<file path="config.mk">
export PLATFORM = sky130hd
export DESIGN_NAME = uvs_div
export DESIGN_NICKNAME = d
export VERILOG_FILES = /design/src/design/uvs_pkg.sv /design/src/design/uvs_div.sv
export SDC_FILE = /design/constraint.sdc
export NUM_CORES = 2
export LEC_CHECK = 0
export BUFFER_PORTS_ARGS = -buffer_cell sky130_fd_sc_hd__buf_2
export CAP_MARGIN = 20
export CORE_MARGIN = 3
export CORE_UTILIZATION = 62
export DETAILED_ROUTE_END_ITERATION = 8
export GPL_TIMING_DRIVEN = 1
export PLACE_DENSITY = 0.8
export REMOVE_ABC_BUFFERS = 1
export SLEW_MARGIN = 30
export SYNTH_ARGS = -nofsm -noshare
export SYNTH_HDL_FRONTEND = slang
export SYNTH_SLANG_ARGS = --single-unit
</file>
<file path="constraint.sdc">
create_clock -name clk -period 5.3 [get_ports clk]
set_clock_uncertainty 0.1 [all_clocks]
set_input_delay 0 -clock clk [delete_from_list [all_inputs] [get_ports clk]]
set_output_delay 0 -clock clk [all_outputs]
set_load 0.03 [all_outputs]
</file>
<file path="src/design/uvs_pkg.sv">
`default_nettype none
package uvs_pkg;

  localparam int CNT_W = 10;
  localparam int RAD_W = 16;
  localparam int PH_W = 32;
  localparam int DIV_STEPS = CNT_W + PH_W;
  localparam int Q_W = PH_W + 1;
  localparam int CW = 34;
  localparam int TEX_W = 17;
  localparam int CFG_IDX_W = 2;

  localparam logic [PH_W-1:0] TURN_QUARTER = 32'h4000_0000;
  localparam logic [PH_W-1:0] TURN_HALF = 32'h8000_0000;
  localparam logic signed [CW-1:0] CORDIC_X0 = 34'sd652032874;

  typedef enum logic [CFG_IDX_W-1:0] {
    REG_STACK_COUNT = 2'd0,
    REG_SECTOR_COUNT = 2'd1,
    REG_RADIUS = 2'd2
  } cfg_reg_t;

  // arctangent of 2^-k in 2^-32 turn units
  function automatic logic [PH_W-1:0] atan_turn(input int k);
    logic [PH_W-1:0] a;
    case (k)
      0: a = 32'd536870912;
      1: a = 32'd316933406;
      2: a = 32'd167458907;
      3: a = 32'd85004756;
      4: a = 32'd42667331;
      5: a = 32'd21354465;
      6: a = 32'd10679838;
      7: a = 32'd5340245;
      8: a = 32'd2670163;
      9: a = 32'd1335087;
      10: a = 32'd667544;
      11: a = 32'd333772;
      12: a = 32'd166886;
      13: a = 32'd83443;
      14: a = 32'd41722;
      15: a = 32'd20861;
      16: a = 32'd10430;
      17: a = 32'd5215;
      18: a = 32'd2608;
      19: a = 32'd1304;
      20: a = 32'd652;
      21: a = 32'd326;
      22: a = 32'd163;
      23: a = 32'd81;
      default: a = '0;
    endcase
    return a;
  endfunction

endpackage
`default_nettype wire

</file>
<file path="src/design/uvs_div.sv">
`default_nettype none
// restoring divider, one quotient bit per stage: quot = floor(num * 2^32 / den)
module uvs_div (
  input  wire logic                           clk,
  input  wire logic                           en,
  input  wire logic [uvs_pkg::CNT_W-1:0]      num,
  input  wire logic [uvs_pkg::CNT_W-1:0]      den,
  output logic      [uvs_pkg::Q_W-1:0]        quot,
  output logic      [uvs_pkg::CNT_W-1:0]      rem
);

  localparam int N = uvs_pkg::DIV_STEPS;
  localparam int W = uvs_pkg::CNT_W;

  logic [W-1:0] num_r [N];
  logic [W-1:0] rem_r [N];
  logic [N-1:0] q_r [N];

  for (genvar k = 0; k < N; k++) begin : g_step
    logic [W-1:0] num_in;
    logic [W-1:0] rem_in;
    logic [N-1:0] q_in;
    logic         nbit;
    logic [W:0]   trial;
    logic [W:0]   diff;
    logic         ge;

    if (k == 0) begin : g_first
      assign num_in = num;
      assign rem_in = '0;
      assign q_in = '0;
    end else begin : g_rest
      assign num_in = num_r[k-1];
      assign rem_in = rem_r[k-1];
      assign q_in = q_r[k-1];
    end

    if (k < W) begin : g_bit
      assign nbit = num_in[W-1-k];
    end else begin : g_zero
      assign nbit = 1'b0;
    end

    assign trial = {rem_in, nbit};
    assign ge = trial >= {1'b0, den};
    assign diff = trial - {1'b0, den};

    always_ff @(posedge clk) begin
      if (en) begin
        num_r[k] <= num_in;
        rem_r[k] <= ge ? diff[W-1:0] : trial[W-1:0];
        q_r[k] <= {q_in[N-2:0], ge};
      end
    end
  end

  assign quot = q_r[N-1][uvs_pkg::Q_W-1:0];
  assign rem = rem_r[N-1];

endmodule
`default_nettype wire

</file>
Yosys cells after proc, flatten, opt, wreduce, memory -nomap -nowiden. Memory sizes are Yosys's and may differ from the RTL's. Index checks and enable logic that the tools add are counted.

Bits in registers: 0. Latch bits: 0. Bits in writable memories: 2604. ROM bits: 0. Input port bits: 22. Output and inout port bits: 43. Logic and storage cells: 131. Memories: 3.

Memories: q_r (depth 42, bits a word 42, read ports 42, clocked after Yosys merged registers in 0, write ports 42, RTL line uvs_div.sv:17) `logic [N-1:0] q_r [N];`; num_r (depth 42, bits a word 10, read ports 41, clocked after Yosys merged registers in 0, write ports 42, RTL line uvs_div.sv:15) `logic [W-1:0] num_r [N];`; rem_r (depth 42, bits a word 10, read ports 42, clocked after Yosys merged registers in 0, write ports 42, RTL line uvs_div.sv:16) `logic [W-1:0] rem_r [N];`.

Add/subtract/negate cells: 42. $mul: 0. Divide/modulo/power cells: 0. Order comparisons: 42. Equality and inequality tests: 0. Shift operators: 0. Multiplexer cells: 44. Bitwise gates (word level): 0. Reduce and logical (&&, ||, !) cells: 0.

Operators with widths (count): $ge 11x10->1 (41); $mux 10 (42); $sub 10x10->10 (41); $ge 1x10->1 (1); $sub 1x10->10 (1); $mux 1 (2).

Longest topological paths before layout. An unclocked memory read counts as a cell.

Depth in word-level cells: 3. Mapped depth: 10. Mapped depth without buffers: 10.

Worst setup path before layout. Ideal clock, no wire load.

Kind: input-to-reg. Start: in den[1] (netlist name). End: mem rem_r[0][41] (netlist name), data pin. Library setup time: 0.260 ns. Arrival time: 4.268 ns. Data required time: 4.940 ns. Slack: 0.672 ns. Cell stages on the path: 8. Path buffers: 0. Path through: inv_1 > ha_1 > nor2b_1 > o2111ai_1 > nand4_1 > a221oi_1 > a31oi_2 > mux2_2.

RTL lines: start, declared (RTL line uvs_div.sv:7) `input wire logic [uvs_pkg::CNT_W-1:0] den,`; end, declared (RTL line uvs_div.sv:16).

==> impl_results.md <==
* Top FF cell, synth: edfxtp_1
* Post-CTS resize count at 0
* Total Routing Usage GR at between 20% and 30%
* Overall power at between 30 and 40 mW
* F_max at between 200 and 300 MHz
* Worst-Margin Slew at ~0.96 ns
* Status: completed
* Slowest cell on the critical path: inv_4
* RSZ-0062 raised after global routing: no
* First-pass GRT wire length at 150.0 mm
* Clock share of power at between 20% and 30%
* Vias in the first global route at about 29,000
* Number of I/O pins at 65
* Worst-path clk slew at approximately 0.060 ns
* Mapped Cells at between 3,000 and 4,000
* Hold Vio Cnt, Final at 0
* Largest net degree at the start of global routing at between 200 and 250
* Syn Area/Cell at 14.45 µm²
* Max FO, Critical Path at between 50 and 60
* Reg2reg start: num_r[0][53]
* Wire per inst at 18.78 µm
* CTS tree: yes
* WHS Path Cells at 3
* Synth Register Bits at approximately 1,000
* Filler cell count at approximately 5,500
* R2R depth at 10
* Critical path capture point type: flop
* Post-synth EDFFs at 1,026
* Max Cap Violations at 0
* Worst min-delay path class: input port to flop
* Crit-path leading delay family: buffers and inverters
* Slew Viols, Final at 0
* CTS Buffer Depth at 3
* Rows at around 110
* Cell variety after synth at 51
* Detailed Routing Iterations Pass 1 at 7
* # setup viols final at 0
* DP HPWL at roughly 58 mm
* Final ANT Viol Nets at 0
* IO Port Bufs at 64
* Die height at between 200 and 300 µm
* Routed vias/inst at about 6
* Clock sinks at approximately 1,000
* R2r setup slk at approximately 2.4 ns
* Power per Cell Area at ~580 nW/µm²
* Switching Fraction at 32.29%
* Register area share after synthesis at approximately 59%
* Register area at just over 30,000 µm²
* Minimum clock period at ~3.5 ns
* Hold slack at 0.05956 ns
* Grt total ovfl at 0
* Internal power at ~23 mW
* Die X at between 200 and 300 µm
* Cts bufs inserted at 103
* Antenna violations before repair at 0
* Worst Path Arrival at roughly 3.9 ns
* Critical Path Start Type: input port
* CTS H-tree lvls at 3
* Layout net count at ~4,200
* P&R area growth vs syn at 10.68%
* DRT Wirelength at 92.58 mm
* DRC at 0
* Core Region at approximately 83,000 µm²
* Setup Total Neg Slack at 0 ns
* Period utilization at approximately two thirds
* Max-slew headroom at around 36%
* Worst-Skew Late Latency at between 0.6 and 0.7 ns
* Worst r2r dst: rem_r[0][68]
* Synth cell count leaders: 1,026 x edfxtp_1, 412 x ha_1, 218 x a21oi_1
* Hold EP: rem_r[0][30]
* Diode count at 0
* Synth top area share at between 50% and 60%
* Iter 0 DRT Violations at around 2,200
* Peak supply drop at 337.5 µV
* Req. time, crit path at 5.61 ns
* Critical path's largest stage delay at roughly 0.63 ns
* Combinational share of power at between 30% and 40%
* Synthesized cell area at 51,860 µm²
* Dominant cell type by area after synthesis: edfxtp_1
* Ys async rst share at 0%
* Multi-input gate area at roughly 20,000 µm²
* Count leader, synth: edfxtp_1
* Clock Tree Root: clkbuf_16
* Final Wtd Congestion at between 0.8 and 0.9
* Die ar. at around 87,000 µm²
* CP cell instances: dlygate4sd3_1 > buf_2 > inv_4 > buf_4 > ha_1 > nor2b_1 > o2111ai_1 > nand4_1 > a221oi_1 > a31oi_2 > mux2_2
* Vias at between 20,000 and 30,000
* Leakage Power at roughly 22 nW
* Crit path buf inv count at 4
* Critical path class: input port to flop
* YS warnings at 0
* Share of layout cells above drive strength 1 at roughly an eighth
* Sequential group share of total power at approximately two fifths
* Starting Density at between 60% and 70%
* Launch point of the worst hold path: den[0]
* Top area cells in the synthesized netlist: edfxtp_1 59%, ha_1 9.9%, mux2_2 4.5%, mux2_1 3.5%, xnor2_1 2.4%
* Switch Pwr at about 11 mW
-- layout make-up --
class                           instances  share of cell area [%]
Multi-Input combinational cell       2425                   35.66
Inverter                               95                  0.6453
Clock inverter                         69                   1.352
Clock buffer                          121                   4.608
Tap cell                             1070                   2.333
Sequential cell                      1026                   53.68
Timing Repair Buffer                  123                   1.718
-- cells in the final DEF (no fill, tap or decap), types with 62 or more instances in the layout --
cell type  instances
edfxtp_1        1026
ha_1             412
a21oi_1          218
mux2_2           207
nor2_1           172
mux2_1           160
xnor2_1          142
nand2_1          139
o21ai_0          123
xor2_1           114
o21a_1           103
clkbuf_16        103
inv_1             85
a21o_1            76
o21bai_1          73
buf_2             63
a211o_1           62
-- through the flow --
step	instance area (µm²)	setup WS, ns	cells	util [%]
CTS	57340	1.756	4927	69.50
global route	57400	1.432	4929	69.57
finish	57400	1.760	4929	69.57
detailed placement	53630	1.572	4708	65.00
floorplan	51640	0.6722	3546	-
global placement	53630	1.711	4708	65.00
-- cells by family (layout without fill, tap and decap cells) --
family / after synthesis / after routing / synth area share (%)
DFF: 1026 / 1026 / 59.41
AOI/OAI and AO/OA: 862 / 862 / 11.23
and+or+nand+nor: 477 / 477 / 4.237
adders and majority gates: 453 / 453 / 11.52
muxes: 377 / 377 / 8.162
xor gates and xnor gates: 256 / 256 / 4.324
buffers and inverters: 137 / 408 / 1.115
-- tightest hold or removal path, delay by kind of cell --
kind | cells | cell delay, ns
adder cells (fa/ha/maj) | 1 | 0.24
multiplexers | 1 | 0.07
buffers and inverters | 1 | 0.36
-- worst max-delay path by stage --
stage	start	end	cells after the start
floorplan	den[1]	rem_r[0][41]	8
global placement	den[1]	rem_r[0][47]	10
detailed placement	den[1]	rem_r[0][47]	10
CTS	den[1]	rem_r[0][85]	11
global route	den[1]	rem_r[0][87]	11
finish	den[1]	rem_r[0][85]	11
-- power by group through the flow --
stage	Sequential (mW)	Clock (mW)	Combinational (mW)
detailed placement	13.2	0	12.7
finish	13.0	7.27	12.9
global route	13.2	7.76	14.5
CTS	13.1	7.45	12.9
floorplan	12.7	0	10.4
global placement	13.2	0	12.3
-- state kept, by name, summed over array words and instances (netlist names) --
| name | cells |
|---|---|
| num_r | 45 |
| q_r | 561 |
| rem_r | 420 |
-- repair_timing --
action	CTS	global route
hold endpoints to repair	117	0
setup buffers	0	0
hold buffers	29	0
-- layer usage --
metal | vias to the layer above | routed length [µm] | GRT usage (%)
met1 | 14443 | 43180 | 30.80
met2 | 573 | 43770 | 34.93
met5 | - | 0 | 0
met3 | 145 | 3583 | 2.614
li1 | 14321 | - | -
met4 | 0 | 2057 | 6.177
Note: power is estimated with default switching activity, not from simulation.
