<file path="src/design/uvs_pkg.sv">
`default_nettype none
package uvs_pkg;

  localparam int CNT_W = 10;
  localparam int RAD_W = 16;
  localparam int PH_W = 32;
  localparam int DIV_STEPS = CNT_W + PH_W;
  localparam int Q_W = PH_W + 1;
  localparam int CW = 34;
  localparam int TEX_W = 17;
  localparam int CFG_IDX_W = 2;

  localparam logic [PH_W-1:0] TURN_QUARTER = 32'h4000_0000;
  localparam logic [PH_W-1:0] TURN_HALF = 32'h8000_0000;
  localparam logic signed [CW-1:0] CORDIC_X0 = 34'sd652032874;

  typedef enum logic [CFG_IDX_W-1:0] {
    REG_STACK_COUNT = 2'd0,
    REG_SECTOR_COUNT = 2'd1,
    REG_RADIUS = 2'd2
  } cfg_reg_t;

  // arctangent of 2^-k in 2^-32 turn units
  function automatic logic [PH_W-1:0] atan_turn(input int k);
    logic [PH_W-1:0] a;
    case (k)
      0: a = 32'd536870912;
      1: a = 32'd316933406;
      2: a = 32'd167458907;
      3: a = 32'd85004756;
      4: a = 32'd42667331;
      5: a = 32'd21354465;
      6: a = 32'd10679838;
      7: a = 32'd5340245;
      8: a = 32'd2670163;
      9: a = 32'd1335087;
      10: a = 32'd667544;
      11: a = 32'd333772;
      12: a = 32'd166886;
      13: a = 32'd83443;
      14: a = 32'd41722;
      15: a = 32'd20861;
      16: a = 32'd10430;
      17: a = 32'd5215;
      18: a = 32'd2608;
      19: a = 32'd1304;
      20: a = 32'd652;
      21: a = 32'd326;
      22: a = 32'd163;
      23: a = 32'd81;
      default: a = '0;
    endcase
    return a;
  endfunction

endpackage
`default_nettype wire

</file>
<file path="src/design/uvs_cordic.sv">
`default_nettype none
// rotation cordic, cos and sin in Q30 of a phase in 2^-32 turn
module uvs_cordic #(
  parameter int STAGES = 16
) (
  input  wire logic                          clk,
  input  wire logic                          en,
  input  wire logic [uvs_pkg::PH_W-1:0]      phase,
  output logic signed [uvs_pkg::PH_W-1:0]    cos_q,
  output logic signed [uvs_pkg::PH_W-1:0]    sin_q
);

  localparam int W = uvs_pkg::CW;

  logic [uvs_pkg::PH_W-1:0] ph_plus;
  logic                     fold;
  logic [uvs_pkg::PH_W-1:0] ph_fold;
  logic signed [W-1:0]      z0;
  logic                     flip0;

  logic signed [W-1:0] x_r [STAGES];
  logic signed [W-1:0] y_r [STAGES];
  logic signed [W-1:0] z_r [STAGES];
  logic                f_r [STAGES];

  assign ph_plus = phase + uvs_pkg::TURN_QUARTER;
  assign fold = ph_plus[uvs_pkg::PH_W-1];
  assign ph_fold = fold ? phase - uvs_pkg::TURN_HALF : phase;

  always_ff @(posedge clk) begin
    if (en) begin
      z0 <= W'($signed(ph_fold));
      flip0 <= fold;
    end
  end

  for (genvar k = 0; k < STAGES; k++) begin : g_rot
    logic signed [W-1:0] x_in;
    logic signed [W-1:0] y_in;
    logic signed [W-1:0] z_in;
    logic                f_in;
    logic signed [W-1:0] at;

    if (k == 0) begin : g_first
      assign x_in = uvs_pkg::CORDIC_X0;
      assign y_in = '0;
      assign z_in = z0;
      assign f_in = flip0;
    end else begin : g_rest
      assign x_in = x_r[k-1];
      assign y_in = y_r[k-1];
      assign z_in = z_r[k-1];
      assign f_in = f_r[k-1];
    end

    assign at = W'(uvs_pkg::atan_turn(k));

    always_ff @(posedge clk) begin
      if (en) begin
        f_r[k] <= f_in;
        if (!z_in[W-1]) begin
          x_r[k] <= x_in - (y_in >>> k);
          y_r[k] <= y_in + (x_in >>> k);
          z_r[k] <= z_in - at;
        end else begin
          x_r[k] <= x_in + (y_in >>> k);
          y_r[k] <= y_in - (x_in >>> k);
          z_r[k] <= z_in + at;
        end
      end
    end
  end

  always_ff @(posedge clk) begin
    if (en) begin
      cos_q <= uvs_pkg::PH_W'(f_r[STAGES-1] ? -x_r[STAGES-1] : x_r[STAGES-1]);
      sin_q <= uvs_pkg::PH_W'(f_r[STAGES-1] ? -y_r[STAGES-1] : y_r[STAGES-1]);
    end
  end

endmodule
`default_nettype wire
</file>
<file path="config.mk">
export PLATFORM = sky130hd
export DESIGN_NAME = uvs_cordic
export DESIGN_NICKNAME = d
export VERILOG_FILES = /design/src/design/uvs_pkg.sv /design/src/design/uvs_cordic.sv
export SDC_FILE = /design/constraint.sdc
export NUM_CORES = 2
export LEC_CHECK = 0
export BUFFER_PORTS_ARGS = -buffer_cell sky130_fd_sc_hd__buf_2
export CORE_ASPECT_RATIO = 0.6
export CORE_MARGIN = 2
export CORE_UTILIZATION = 54
export CTS_CLUSTER_SIZE = 24
export DETAILED_ROUTE_END_ITERATION = 7
export HOLD_SLACK_MARGIN = 0.02
export PLACE_DENSITY = 0.74
export SYNTH_ARGS = -nofsm -noshare
export SYNTH_HDL_FRONTEND = slang
export SYNTH_SLANG_ARGS = --single-unit
export TNS_END_PERCENT = 30
</file>
<file path="constraint.sdc">
create_clock -name clk -period 9.8 [get_ports clk]
set_input_delay 0.49 -clock clk [delete_from_list [all_inputs] [get_ports clk]]
set_output_delay 0.49 -clock clk [all_outputs]
set_load 0.05 [all_outputs]
</file>
# Word-level counts from Yosys, hierarchy flattened
# Memory sizes are Yosys's and may differ from the RTL's.
# Cells that the tools add are included.
# W data, S select, Z words.
# totals
register_bits,97
latch_bits,0
ram_bits,1648
rom_bits,0
in_bits,34
output_inout_bits,64
word_cells,301
memories,4
# op_classes
addsub,96
mul,0
div,0
n_lt_le_gt_ge,0
eq_ne,0
shifts,0
muxes,149
n_bitwise,48
reduce_logical,0
# memory_table
memory,words,width,read_ports,rd_ports_with_merged_regs,write_ports,line,text
x_r,16,34,16,0,16,uvs_cordic.sv:21,logic signed [W-1:0] x_r [STAGES];
y_r,16,34,16,0,16,uvs_cordic.sv:22,logic signed [W-1:0] y_r [STAGES];
z_r,16,34,15,0,16,uvs_cordic.sv:23,logic signed [W-1:0] z_r [STAGES];
f_r,16,1,16,0,16,uvs_cordic.sv:24,logic f_r [STAGES];
# op_table
cell,count
$mux W34,48
$mux W1,98
$mux W32,3
$add A34 B19 Y34,2
$add A34 B20 Y34,2
$add A34 B21 Y34,2
$add A34 B22 Y34,2
$add A34 B23 Y34,2
$add A34 B24 Y34,2
$add A34 B25 Y34,2
$add A34 B26 Y34,2
$add A34 B27 Y34,2
$add A34 B28 Y34,2
$add A34 B29 Y34,2
$add A34 B30 Y34,2
$add A34 B31 Y34,2
$add A34 B32 Y34,2
$add A34 B33 Y34,2
$sub A34 B19 Y34,2
$sub A34 B20 Y34,2
$sub A34 B21 Y34,2
$sub A34 B22 Y34,2
$sub A34 B23 Y34,2
$sub A34 B24 Y34,2
45 further kinds,102

# Longest topological paths before layout
# An unclocked memory read counts as a cell.
# logic_depth
word_depth,5
mapped_depth,23
depth_no_buf,23

# Least setup slack after synthesis
# Ideal clock, no wire load.
# synth_path
kind,input port to flip-flop
from,input port en
to,memory y_r[6][22] (netlist name) (data pin)
setup_time_ps,260
t_arrival_ps,4987
required_time_ps,9540
slack_ps,4554
stages,21
n_path_buf,5
cell_sequence,clkbuf_1 -> clkbuf_1 -> clkbuf_1 -> nand2_1 -> inv_1 -> clkbuf_1 -> buf_1 -> nor2_1 -> xnor2_1 -> ha_1 -> nor2b_1 -> o21ai_0 -> a21boi_1 -> o31a_1 -> o211a_1 -> a221oi_1 -> o21ai_1 -> and2_1 -> o21a_1 -> nor2_1 -> xnor2_1
# synth_rtl
element,line,text
start: declaration,uvs_cordic.sv:7,"input wire logic en,"
end: declaration,uvs_cordic.sv:22,

==> impl_metrics.csv <==
group,metric,value,unit
status,status,"finished clean",
setup_path,timing.critical_path.from,"x_r[8][19]$_DFFE_PP_",
global_routing,antenna_found_initial,24,
setup_path,critPathKind,"flip-flop to flip-flop",
setup_path,reg2reg_setup_slack,3.22,ns
logic_synthesis,synth_area_per_cell,9.82,um^2
clock_network,cts_tree,"done",
floorplanning,rows,137,
logic_synthesis,synth_area,127000,um^2
floorplanning,coreArea,233000,um^2
logic_synthesis,yosysWarnings,0,
place,place_congestion,1.01,
setup_path,crit_path_end_kind,"flip-flop",
logic_synthesis,synth_area_leaders,"edfxtp_1, ha_1, xnor2_1",
clock_network,numCtsBuffers,173,
logic_synthesis,synth-edff-count,1579,
route,wl_met2,127000,um
route,drt_pre_antenna_iters,6,
logic_synthesis,synthFlopType,"edfxtp_1",
logic_synthesis,ys_seq_area_share,37.4,%
global_routing,grt_usage,30.1,%
sta,setup_tns,0,ns
route,num_vias,104000,
route,viasPerCell,6.36,
logic_synthesis,syn_inst,12900,
global_routing,grt_max_degree,117,
setup_path,reg2regPathDepth,15,
finish,drive_above_1_share,4.21,%
route,wl_per_cell,22.5,um
logic_synthesis,yosysTopAreaCell,"edfxtp_1",
sta,post-route-period-util,67.1,%
setup_path,r2r_start,"x_r[8][19]$_DFFE_PP_",
worst_hold_path,hold_path_end,"z_r[1][187]$_DFFE_PP_",
clock_network,htreeDepth,4,
clock_network,cts_resized,0,
global_routing,grt_pass1_vias,95300,
route,wl_met1,188000,um
logic_synthesis,synth_seq_cells,1579,
logic_synthesis,ys_types,91,
floorplanning,die_x,629,um
route,ant_nets,0,
logic_synthesis,syn_nets,14400,
global_routing,grt_pass1_wl,564000,um
sta,slew_viol_final,0,
sta,rsz0062_at_grt,"no",
route,initialDrtViolationCount,13400,
setup_path,worstPathArrival,7.13,ns
route,top_layer_used,"met5",
sta,tightest_slew,1.40,ns
setup_path,startpoint_type,"flip-flop",
sta,setup_violations,0,
sta,fin_skew,0.0628,ns
clock_network,clk_latency,0.85,ns
place,port_buffers,97,
floorplanning,io_pins,98,
finish,layout_commonest_cell,"edfxtp_1",
clock_network,cts_sinks,1579,
worst_hold_path,hp-start,"en",
worst_hold_path,hold_class,"input pin to flip-flop",
floorplanning,dieArea,239000,um^2
clock_network,cts_max_path_buffers,4,
logic_synthesis,netlist.area_leader.share,37.4,%
route,wl_met3,49400,um
place,post-dp-hpwl,293000,um
finish,fin_nets,14600,
sta,max_freq,152,MHz
finish,area_growth,8.00,%
clock_network,cts_root_buf,"clkbuf_16",
sta,final.min_clock_period,6.58,ns
logic_synthesis,synthArstFlopShare,0,%
global_routing,grt.overflow.total,0,
sta,relSlewSlack,6.12,%
finish,n_fill_cell,19600,
setup_path,regToRegEndpoint,"y_r[9][33]$_DFFE_PP_",
job,maxCapViolations,0,
route,drc,0,
setup_path,critPathRequiredTime,10.35,ns
finish,most-common-layout-cells,"edfxtp_1, ha_1, a21oi_1",
clock_network,clk_pin_slew,0.07,ns
worst_hold_path,min_path_cells,1,
setup_path,critPathMaxFanout,4,
floorplanning,start_util,54.4,%
route,wirelength,369000,um
sta,hold_violations,0,
floorplanning,die_y,379,um
==> stage by stage <==
| step | hold slack (ns) | setup slack, ns | std cells | util (%) | area (um^2) |
|---|---|---|---|---|---|
| 6_report | 0.239 | 3.22 | 16400 | 58.8 | 137000 |
| 5_1_grt | 0.176 | 3.18 | 16400 | 58.8 | 137000 |
| 3_3_place_gp | 0.403 | 3.21 | 16000 | 56.3 | 131000 |
| 3_5_place_dp | 0.405 | 3.09 | 16000 | 56.3 | 131000 |
| 4_1_cts | 0.167 | 3.62 | 16300 | 58.8 | 137000 |
| 2_1_floorplan | 0.400 | 4.55 | 12900 | - | 127000 |
==> Yosys cell counts, drive strengths merged (199+ instances only) <==
master  count
o21ai     713
ha       1391
nor2      936
nand2     768
nor3      300
nand3     212
a21o      693
o21a      199
xor2      610
inv       503
nand2b    209
edfxtp   1579
xnor2    1301
a21oi    1327
==> per-layer routing <==
metal,track usage [%],vias up
met5,0.202,-
met4,3.97,14
met3,9.16,344
met2,36.5,5146
met1,50.7,50100
li1,-,48400
==> worst max-delay path: stages (launching register included) <==
cell and delay, ns:
edfxtp_1 0.55, or4_1 0.58, nor4_1 0.71, nand2_1 0.20, nor4_1 1.09, a21oi_1 0.24, xnor2_1 0.56, ha_1 0.43
o21ai_0 0.19, a21oi_1 0.12, or3_1 0.33, o221ai_1 0.48, a211oi_1 0.20, or3_1 0.38, a21oi_1 0.19, xnor2_1 0.08
==> cell type report <==
type / instances / area [um^2] / share of cell area [%]
Tap cell: 3127 / 3910 / 2.86
Multi-Input combinational cell: 10600 / 76700 / 56.0
Clock buffer: 198 / 4490 / 3.28
Sequential cell: 1579 / 47400 / 34.7
Inverter: 509 / 1910 / 1.40
Antenna cell: 9 / 22.5 / 0.0165
Clock inverter: 107 / 971 / 0.710
Timing Repair Buffer: 206 / 1410 / 1.03
==> repair_timing <==
action,in CTS,in global routing
hold buffers,32,0
hold endpoints to repair,33,0
setup buffers,0,0
==> worst max-delay path by stage <==
stage / end / depth (start not counted)
after floorplan: y_r[6][22]$_DFFE_PP_ / 21
after global placement: y_r[4][32]$_DFFE_PP_ / 19
after detailed placement: y_r[4][32]$_DFFE_PP_ / 19
after CTS: y_r[9][33]$_DFFE_PP_ / 17
after global routing: y_r[9][33]$_DFFE_PP_ / 15
final: y_r[9][33]$_DFFE_PP_ / 15
==> cell families after synthesis <==
group / share of synthesized area, %
flip-flops: 37.4
multiplexers: 0.708
buffers and inverters: 2.06
AO/OA/AOI/OAI: 19.8
adder cells (fa/ha/maj): 14.4
AND/OR/NAND/NOR: 12.3
XOR/XNOR: 13.2
==> flip-flops by register name, indices dropped and copies added (netlist names) <==
| register | cells |
|---|---|
| cos_q | 32 |
| f_r | 16 |
| flip0 | 1 |
| g_rot.z_in | 32 |
| sin_q | 32 |
| x_r | 482 |
| y_r | 509 |
| z_r | 475 |
Power is left out: the tool's default activity adds up to more than one toggle a clock period on the data nets, which glitch-free logic cannot reach.
